File: config.mk
export PLATFORM = sky130hd
export DESIGN_NAME = grid_cell_curve_index
export DESIGN_NICKNAME = d
export VERILOG_FILES = /design/src/hdl/gcci_pkg.sv /design/src/hdl/gcci_prep.sv /design/src/hdl/gcci_hilb_level.sv /design/src/hdl/grid_cell_curve_index.sv
export SDC_FILE = /design/constraint.sdc
export NUM_CORES = 1
export LEC_CHECK = 0
export ABC_AREA = 1
export BUFFER_PORTS_ARGS = -buffer_cell sky130_fd_sc_hd__buf_2
export CAP_MARGIN = 20
export CORE_MARGIN = 2
export CORE_UTILIZATION = 50
export DETAILED_ROUTE_END_ITERATION = 16
export PLACE_DENSITY = 0.66
export SLEW_MARGIN = 20
export SYNTH_ARGS = -nofsm -noshare
export SYNTH_HDL_FRONTEND = slang
export SYNTH_SLANG_ARGS = --single-unit
File: constraint.sdc
create_clock -name clock -period 27.4 [get_ports clock]
set_input_delay 0 -clock clock [delete_from_list [all_inputs] [get_ports clock]]
set_output_delay 0 -clock clock [all_outputs]
set_load 0.01 [all_outputs]
File: src/hdl/gcci_pkg.sv
`timescale 1ns / 1ps
package gcci_pkg;

   localparam int MAX_AXIS_BITS_DEF = 10;
   localparam int COORD_W = 10;
   localparam int INDEX_W = 30;
   localparam int AXIS_REG_W = 4;
   localparam int CSR_INDEX_W = 2;
   localparam int CSR_DATA_W = 4;

   // ordering codes
   localparam logic [1:0] MODE_ROW_MAJOR = 2'd0;
   localparam logic [1:0] MODE_ZORDER = 2'd1;
   localparam logic [1:0] MODE_HILBERT = 2'd2;

   // register indexes
   localparam logic [CSR_INDEX_W-1:0] CSR_CURVE_MODE = 2'd0;
   localparam logic [CSR_INDEX_W-1:0] CSR_THREE_DIM = 2'd1;
   localparam logic [CSR_INDEX_W-1:0] CSR_AXIS_BITS = 2'd2;

   localparam logic [1:0] CURVE_MODE_RESET = MODE_ZORDER;
   localparam logic THREE_DIM_RESET = 1'b0;
   localparam logic [AXIS_REG_W-1:0] AXIS_BITS_RESET = 4'd4;

   typedef struct packed {
      logic [1:0] curve_mode;
      logic three_dim;
      logic [AXIS_REG_W-1:0] axis_bits;
   } gcci_cfg_type;

endpackage

File: src/hdl/gcci_prep.sv
`timescale 1ns / 1ps
module gcci_prep #(
   parameter int MAX_AXIS_BITS = gcci_pkg::MAX_AXIS_BITS_DEF,
   parameter int CALC_W = 3 * MAX_AXIS_BITS
) (
   input  logic clock,
   input  logic reset,
   input  logic advance,
   input  gcci_pkg::gcci_cfg_type cfg,
   input  logic valid_in,
   input  logic [gcci_pkg::COORD_W-1:0] cell_x,
   input  logic [gcci_pkg::COORD_W-1:0] cell_y,
   input  logic [gcci_pkg::COORD_W-1:0] cell_z,
   output logic valid_out,
   output logic is_hilbert_out,
   output logic [MAX_AXIS_BITS-1:0] x_out,
   output logic [MAX_AXIS_BITS-1:0] y_out,
   output logic [CALC_W-1:0] z_high_out,
   output logic [CALC_W-1:0] alt_index_out
);
   import gcci_pkg::*;

   localparam int BW = $clog2(MAX_AXIS_BITS + 1);
   localparam bit MaxOdd = (MAX_AXIS_BITS % 2) == 1;

   logic [BW-1:0] axis_eff;
   logic [MAX_AXIS_BITS-1:0] mask;
   logic [MAX_AXIS_BITS-1:0] xm, ym, zm;
   logic pre_swap;
   logic [CALC_W-1:0] row_index, z_index, z_high;

   logic valid_ff, valid_in_d;
   logic is_hilbert_ff, is_hilbert_in;
   logic [MAX_AXIS_BITS-1:0] x_ff, x_in, y_ff, y_in;
   logic [CALC_W-1:0] z_high_ff, alt_index_ff, alt_index_in;

   always_comb begin
      if (cfg.axis_bits > AXIS_REG_W'(MAX_AXIS_BITS)) begin
         axis_eff = BW'(MAX_AXIS_BITS);
      end else begin
         axis_eff = BW'(cfg.axis_bits);
      end
      for (int i = 0; i < MAX_AXIS_BITS; i++) begin
         mask[i] = (i < int'(axis_eff));
      end
      xm = cell_x[MAX_AXIS_BITS-1:0] & mask;
      ym = cell_y[MAX_AXIS_BITS-1:0] & mask;
      zm = cfg.three_dim ? (cell_z[MAX_AXIS_BITS-1:0] & mask) : '0;

      z_high = CALC_W'(zm) << {axis_eff, 1'b0};
      row_index = CALC_W'(xm) | (CALC_W'(ym) << axis_eff) | z_high;

      z_index = '0;
      for (int i = 0; i < MAX_AXIS_BITS; i++) begin
         if (cfg.three_dim) begin
            z_index[3*i]   = xm[i];
            z_index[3*i+1] = ym[i];
            z_index[3*i+2] = zm[i];
         end else begin
            z_index[2*i]   = xm[i];
            z_index[2*i+1] = ym[i];
         end
      end

      // levels above the grid size only swap x and y, so fold them into one swap
      pre_swap = MaxOdd ^ axis_eff[0];
      x_in = pre_swap ? ym : xm;
      y_in = pre_swap ? xm : ym;
      alt_index_in = (cfg.curve_mode == MODE_ZORDER) ? z_index : row_index;
      is_hilbert_in = (cfg.curve_mode == MODE_HILBERT);
      valid_in_d = valid_in;
   end

   always_ff @(posedge clock) begin
      if (reset) begin
         valid_ff <= 1'b0;
      end else if (advance) begin
         valid_ff <= valid_in_d;
      end
   end

   always_ff @(posedge clock) begin
      if (advance) begin
         is_hilbert_ff <= is_hilbert_in;
         x_ff <= x_in;
         y_ff <= y_in;
         z_high_ff <= z_high;
         alt_index_ff <= alt_index_in;
      end
   end

   assign valid_out = valid_ff;
   assign is_hilbert_out = is_hilbert_ff;
   assign x_out = x_ff;
   assign y_out = y_ff;
   assign z_high_out = z_high_ff;
   assign alt_index_out = alt_index_ff;

endmodule

File: src/hdl/gcci_hilb_level.sv
`timescale 1ns / 1ps
module gcci_hilb_level #(
   parameter int MAX_AXIS_BITS = gcci_pkg::MAX_AXIS_BITS_DEF,
   parameter int CALC_W = 3 * MAX_AXIS_BITS,
   parameter int LVL = 0
) (
   input  logic clock,
   input  logic reset,
   input  logic advance,
   input  logic valid_in,
   input  logic is_hilbert_in,
   input  logic [MAX_AXIS_BITS-1:0] x_in,
   input  logic [MAX_AXIS_BITS-1:0] y_in,
   input  logic [2*MAX_AXIS_BITS-1:0] dist_in,
   input  logic [CALC_W-1:0] z_high_in,
   input  logic [CALC_W-1:0] alt_index_in,
   output logic valid_out,
   output logic is_hilbert_out,
   output logic [MAX_AXIS_BITS-1:0] x_out,
   output logic [MAX_AXIS_BITS-1:0] y_out,
   output logic [2*MAX_AXIS_BITS-1:0] dist_out,
   output logic [CALC_W-1:0] z_high_out,
   output logic [CALC_W-1:0] alt_index_out
);
   import gcci_pkg::*;

   localparam logic [MAX_AXIS_BITS-1:0] LowMask =
      MAX_AXIS_BITS'((64'd1 << LVL) - 64'd1);

   logic rx, ry;
   logic [MAX_AXIS_BITS-1:0] xa, ya;

   logic valid_ff;
   logic is_hilbert_ff;
   logic [MAX_AXIS_BITS-1:0] x_ff, x_nx, y_ff, y_nx;
   logic [2*MAX_AXIS_BITS-1:0] dist_ff, dist_nx;
   logic [CALC_W-1:0] z_high_ff, alt_index_ff;

   always_comb begin
      rx = x_in[LVL];
      ry = y_in[LVL];
      // quadrant digit is (3*rx) ^ ry, placed at this level's two bits
      dist_nx = dist_in;
      dist_nx[2*LVL+1] = rx;
      dist_nx[2*LVL] = rx ^ ry;
      xa = x_in;
      ya = y_in;
      if (!ry) begin
         if (rx) begin
            xa = x_in ^ LowMask;
            ya = y_in ^ LowMask;
         end
         x_nx = ya & LowMask;
         y_nx = xa & LowMask;
      end else begin
         x_nx = xa & LowMask;
         y_nx = ya & LowMask;
      end
   end

   always_ff @(posedge clock) begin
      if (reset) begin
         valid_ff <= 1'b0;
      end else if (advance) begin
         valid_ff <= valid_in;
      end
   end

   always_ff @(posedge clock) begin
      if (advance) begin
         is_hilbert_ff <= is_hilbert_in;
         x_ff <= x_nx;
         y_ff <= y_nx;
         dist_ff <= dist_nx;
         z_high_ff <= z_high_in;
         alt_index_ff <= alt_index_in;
      end
   end

   assign valid_out = valid_ff;
   assign is_hilbert_out = is_hilbert_ff;
   assign x_out = x_ff;
   assign y_out = y_ff;
   assign dist_out = dist_ff;
   assign z_high_out = z_high_ff;
   assign alt_index_out = alt_index_ff;

endmodule

File: src/hdl/grid_cell_curve_index.sv
`timescale 1ns / 1ps
// Maps one grid cell (x, y, z) to its position along row-major, Z-order or Hilbert order
// on a grid of 2^axis_bits cells per axis (axis_bits above MAX_AXIS_BITS acts as
// MAX_AXIS_BITS). One transaction is accepted per cycle while req_stall is low; each result
// passes through a first stage for masking and the row-major and
// Z-order indexes, one pipeline stage per Hilbert level, and the output register.
// req_stall follows a stalled, full output register, and the whole pipeline holds with it.
// Registers are written through the csr port, which is always ready; write them only while the
// pipeline is empty, as the block itself does not enforce this.
module grid_cell_curve_index #(
   parameter int MAX_AXIS_BITS = gcci_pkg::MAX_AXIS_BITS_DEF
) (
   input  logic clock,
   input  logic reset,
   input  logic req_valid,
   output logic req_stall,
   input  logic [gcci_pkg::COORD_W-1:0] req_cell_x,
   input  logic [gcci_pkg::COORD_W-1:0] req_cell_y,
   input  logic [gcci_pkg::COORD_W-1:0] req_cell_z,
   output logic rsp_valid,
   input  logic rsp_stall,
   output logic [gcci_pkg::INDEX_W-1:0] rsp_curve_index,
   input  logic csr_valid,
   output logic csr_ready,
   input  logic [gcci_pkg::CSR_INDEX_W-1:0] csr_index,
   input  logic [gcci_pkg::CSR_DATA_W-1:0] csr_wdata
);
   import gcci_pkg::*;

   localparam int CALC_W = 3 * MAX_AXIS_BITS;
   localparam int DIST_W = 2 * MAX_AXIS_BITS;

   gcci_cfg_type cfg_ff;
   logic advance;

   logic valid_s [0:MAX_AXIS_BITS];
   logic is_hilbert_s [0:MAX_AXIS_BITS];
   logic [MAX_AXIS_BITS-1:0] x_s [0:MAX_AXIS_BITS];
   logic [MAX_AXIS_BITS-1:0] y_s [0:MAX_AXIS_BITS];
   logic [DIST_W-1:0] dist_s [0:MAX_AXIS_BITS];
   logic [CALC_W-1:0] z_high_s [0:MAX_AXIS_BITS];
   logic [CALC_W-1:0] alt_index_s [0:MAX_AXIS_BITS];

   logic rsp_valid_ff;
   logic [INDEX_W-1:0] rsp_index_ff, rsp_index_in;

   assign csr_ready = 1'b1;

   always_ff @(posedge clock) begin
      if (reset) begin
         cfg_ff.curve_mode <= CURVE_MODE_RESET;
         cfg_ff.three_dim <= THREE_DIM_RESET;
         cfg_ff.axis_bits <= AXIS_BITS_RESET;
      end else if (csr_valid && csr_ready) begin
         case (csr_index)
            CSR_CURVE_MODE: cfg_ff.curve_mode <= csr_wdata[1:0];
            CSR_THREE_DIM: cfg_ff.three_dim <= csr_wdata[0];
            CSR_AXIS_BITS: cfg_ff.axis_bits <= csr_wdata[AXIS_REG_W-1:0];
            default: ;
         endcase
      end
   end

   // the pipeline moves unless a result sits in the output register and is stalled
   assign advance = !(rsp_valid_ff && rsp_stall);
   assign req_stall = !advance;

   gcci_prep #(
      .MAX_AXIS_BITS(MAX_AXIS_BITS),
      .CALC_W(CALC_W)
   ) u_prep (
      .clock(clock),
      .reset(reset),
      .advance(advance),
      .cfg(cfg_ff),
      .valid_in(req_valid),
      .cell_x(req_cell_x),
      .cell_y(req_cell_y),
      .cell_z(req_cell_z),
      .valid_out(valid_s[0]),
      .is_hilbert_out(is_hilbert_s[0]),
      .x_out(x_s[0]),
      .y_out(y_s[0]),
      .z_high_out(z_high_s[0]),
      .alt_index_out(alt_index_s[0])
   );

   assign dist_s[0] = '0;

   for (genvar k = 0; k < MAX_AXIS_BITS; k++) begin : g_level
      gcci_hilb_level #(
         .MAX_AXIS_BITS(MAX_AXIS_BITS),
         .CALC_W(CALC_W),
         .LVL(MAX_AXIS_BITS - 1 - k)
      ) u_level (
         .clock(clock),
         .reset(reset),
         .advance(advance),
         .valid_in(valid_s[k]),
         .is_hilbert_in(is_hilbert_s[k]),
         .x_in(x_s[k]),
         .y_in(y_s[k]),
         .dist_in(dist_s[k]),
         .z_high_in(z_high_s[k]),
         .alt_index_in(alt_index_s[k]),
         .valid_out(valid_s[k+1]),
         .is_hilbert_out(is_hilbert_s[k+1]),
         .x_out(x_s[k+1]),
         .y_out(y_s[k+1]),
         .dist_out(dist_s[k+1]),
         .z_high_out(z_high_s[k+1]),
         .alt_index_out(alt_index_s[k+1])
      );
   end

   // hilbert distance stays below 4^b, so z above it merges by or
   always_comb begin
      if (is_hilbert_s[MAX_AXIS_BITS]) begin
         rsp_index_in = INDEX_W'(CALC_W'(dist_s[MAX_AXIS_BITS]) | z_high_s[MAX_AXIS_BITS]);
      end else begin
         rsp_index_in = INDEX_W'(alt_index_s[MAX_AXIS_BITS]);
      end
   end

   always_ff @(posedge clock) begin
      if (reset) begin
         rsp_valid_ff <= 1'b0;
      end else if (advance) begin
         rsp_valid_ff <= valid_s[MAX_AXIS_BITS];
      end
   end

   always_ff @(posedge clock) begin
      if (advance) begin
         rsp_index_ff <= rsp_index_in;
      end
   end

   assign rsp_valid = rsp_valid_ff;
   assign rsp_curve_index = rsp_index_ff;

   // x and y are fully consumed by the last level
   logic unused_xy;
   assign unused_xy = ^{x_s[MAX_AXIS_BITS], y_s[MAX_AXIS_BITS]};

endmodule

==> impl_metrics.json <==
{
  "run_status": "completed",
  "syn-cell-area_um2": 32420,
  "rr_worst_depth": 12,
  "yosysUniqueCellTypes": 38,
  "wl_per_cell_um": 15.35,
  "cts.sinks": 940,
  "yosys_warnings": 0,
  "fillCellCount": 4748,
  "synthFlopType": "edfxtp_1",
  "antenna_found_initial": 1,
  "required_ps": 27780,
  "drive_above_1_share": 0.1173,
  "synth_edf_count": 921,
  "rsz0062_at_grt": "no",
  "endpoint_kind": "flop",
  "ir_worst_vdd_uv": 52.28,
  "clkSlewWorstSetupHoldPaths_ps": 60,
  "drv_cap": 0,
  "grt_max_degree": 221,
  "min_path_type": "input port to flop",
  "instances_no_fill": 2901,
  "initial_core_util": 0.5048,
  "dieArea_um2": 66890,
  "netlist_instances": 1805,
  "layout_common_cells": "edfxtp_1, nand2_1, o21ai_0, xnor2_1, clkbuf_16",
  "clk_latency_ps": 640,
  "grt_pass1_wl_um": 72000,
  "yosysSeqAreaShare": 0.8648,
  "detail_route.vias_per_cell": 4.835,
  "core_um2": 64230,
  "finalCritPeriodShare": 0.1290,
  "crit_arrival_ps": 3910,
  "fin_nets": 2014,
  "power_density_nw_per_um2": 86.26,
  "cts_tree": "done",
  "worstMarginPinSlew_ps": 1085,
  "cts_made_buffers": 90,
  "hold_viol_final": 0,
  "path_max_fanout": 15,
  "routed-via-count": 14030,
  "syn_to_final_growth_pct": 14.82,
  "grt.overflow.total": 0,
  "leakagePower_nw": 14.92,
  "final_antenna_net_count": 0,
  "ctsLongestPathBuffers": 3,
  "dp_cells": 2682,
  "critical_path_class": "flop to flop",
  "setup_tns_ps": 0,
  "die_x_um": 258.6,
  "gp_congestion": 0.8850,
  "holdPathStages": 3,
  "synth_area_per_cell_um2": 17.96,
  "startpoint_type": "flop",
  "synth_seq_cells": 940,
  "port_buffers": 72,
  "r2r-start": "cfg_ff[3]$_SDFFE_PP0P_",
  "rows": 93,
  "drt_iter0_drc": 1086,
  "final.min_clock_period_ps": 3534,
  "clock_skew_ps": 19.08,
  "drc": 0,
  "worstHoldStart": "reset",
  "r2r-end": "u_prep.alt_index_out[3]$_DFFE_PN_",
  "grt_usage": 0.1365,
  "setup_violations": 0,
  "maxSlewViolCount": 0,
  "synthArstFlopShare": 0,
  "io_pins": 74,
  "fp.dieH_um": 258.6,
  "min_to": "rsp_valid$_SDFFE_PP0N_",
  "antenna_cells": 0,
  "dp_hpwl_um": 26060,
  "wirelength_um": 44530,
  "relSlewSlack": 0.2738,
  "grt_pass1_vias": 13910,
  "r2r_slack_ps": 23870,
  "h-tree-depth": 3,
  "first_pass_iters": 6,
  "final_common_cell": "edfxtp_1",
  "clock.fmax_mhz": 282.9,
  "root_buffer": "clkbuf_16"
}
registers in the layout (all words and copies together), names as in the netlist:
register / cells
g_level.u_level.valid_out: 10
g_level.u_level.x_out: 45
rsp_valid: 1
g_level.u_level.alt_index_out: 300
g_level.u_level.dist_out: 110
u_prep.x_out: 10
u_prep.alt_index_out: 30
g_level.u_level.y_out: 45
u_prep.valid_out: 1
rsp_curve_index: 30
u_prep.z_high_out: 30
g_level.u_level.z_high_out: 300
u_prep.is_hilbert_out: 1
g_level.u_level.is_hilbert_out: 10
u_prep.y_out: 10
cfg_ff: 7
cell families (layout without fill, tap and decap cells):
logic type,after synthesis,count (layout),share of synthesized area
simple gates,432,432,0.05495
flops,940,940,0.8648
buf+inv,125,364,0.01659
xor+xnor,100,100,0.02701
mux,11,11,0.003782
other cells,2,4,0.0002316
compound gates,195,195,0.03265
worst max path at each step:
stage / start / end / depth (start not counted)
6_report: cfg_ff[3]$_SDFFE_PP0P_ / u_prep.alt_index_out[3]$_DFFE_PN_ / 12
5_1_grt: cfg_ff[3]$_SDFFE_PP0P_ / u_prep.alt_index_out[3]$_DFFE_PN_ / 12
4_1_cts: rsp_valid$_SDFFE_PP0N_ / rsp_curve_index[17]$_DFFE_PN_ / 3
3_5_place_dp: rsp_valid$_SDFFE_PP0N_ / rsp_curve_index[27]$_DFFE_PN_ / 3
3_3_place_gp: rsp_valid$_SDFFE_PP0N_ / rsp_curve_index[17]$_DFFE_PN_ / 3
2_1_floorplan: rsp_valid$_SDFFE_PP0N_ / g_level[0].u_level.alt_index_out[0]$_DFFE_PN_ / 2
routing by layer:
layer | vias to the layer above | track usage | part of all wire
li1 | 6986 | - | -
met3 | 101 | 0.02651 | 0.043
met2 | 261 | 0.2181 | 0.48
met5 | - | 0 | 0
met1 | 6679 | 0.1827 | 0.45
met4 | 0 | 0.06439 | 0.032
through the flow:
step           setup slack, ps  instance area (µm²)  total power, W  hold slack, ps  utilization
3_5_place_dp             23810                33670        0.002022           180.5       0.5242
2_1_floorplan            388.1                32430        0.001962           72.38            -
3_3_place_gp             23920                33670        0.002009           173.9       0.5242
6_report                 23870                37230        0.003211           77.55       0.5796
4_1_cts                  23800                37170        0.003253           18.19       0.5788
5_1_grt                  23680                37230        0.003346           72.40       0.5796
worst max-delay path, stage by stage (launching register included):
cell           delay (ps)
dfxtp_1               480
buf_4                 310
nor2_1                850
nand2_1               250
nand2_1               220
nand2_2                90
nand2_1               100
nand2_1               110
nand3_1               120
nand2_1                60
nand2_1                60
nand3_1                80
dlygate4sd3_1         560
cell usage after synthesis, drive strengths merged, types with 2 or more instances:
cell type	n	area (µm²)
edfxtp	921	27660
nand2	257	994.7
o21ai	141	720.7
xnor2	90	788.3
nor2	86	327.8
nand3	80	405.4
inv	62	232.7
a21oi	36	210.2
clkbuf	36	135.1
buf	27	170.2
dfxtp	19	380.4
mux2	10	112.6
xor2	10	87.58
a22oi	5	37.54
nand4	5	31.28
o22ai	4	25.02
a211oi	2	15.01
a31oi	2	12.51
and2	2	12.51
conb	2	7.510
nor3	2	10.01
o21a	2	15.01
power breakdown:
part	internal (W)	switching, W	leakage [nW]
clock network	0.000709	0.000506	1.45
registers	0.00176	0.0000813	11.0
logic	0.0000772	0.0000767	2.42
final cells by class:
class | instances | area [µm²] | share of cell area
clock buffer | 114 | 2342 | 0.06292
inverter | 62 | 232.7 | 0.006252
timing repair buffer | 137 | 1041 | 0.02796
clock inverter | 51 | 633.1 | 0.01701
tap | 855 | 1070 | 0.02874
sequential | 940 | 28040 | 0.7532
multi-input combinational | 742 | 3870 | 0.1040
timing repair:
action,4_1_cts,5_1_grt
endpoints found under the hold margin,73,0
setup buffers,0,0
hold buffers,53,0
resized for setup,0,0
Power figures use the tool's default switching activity.
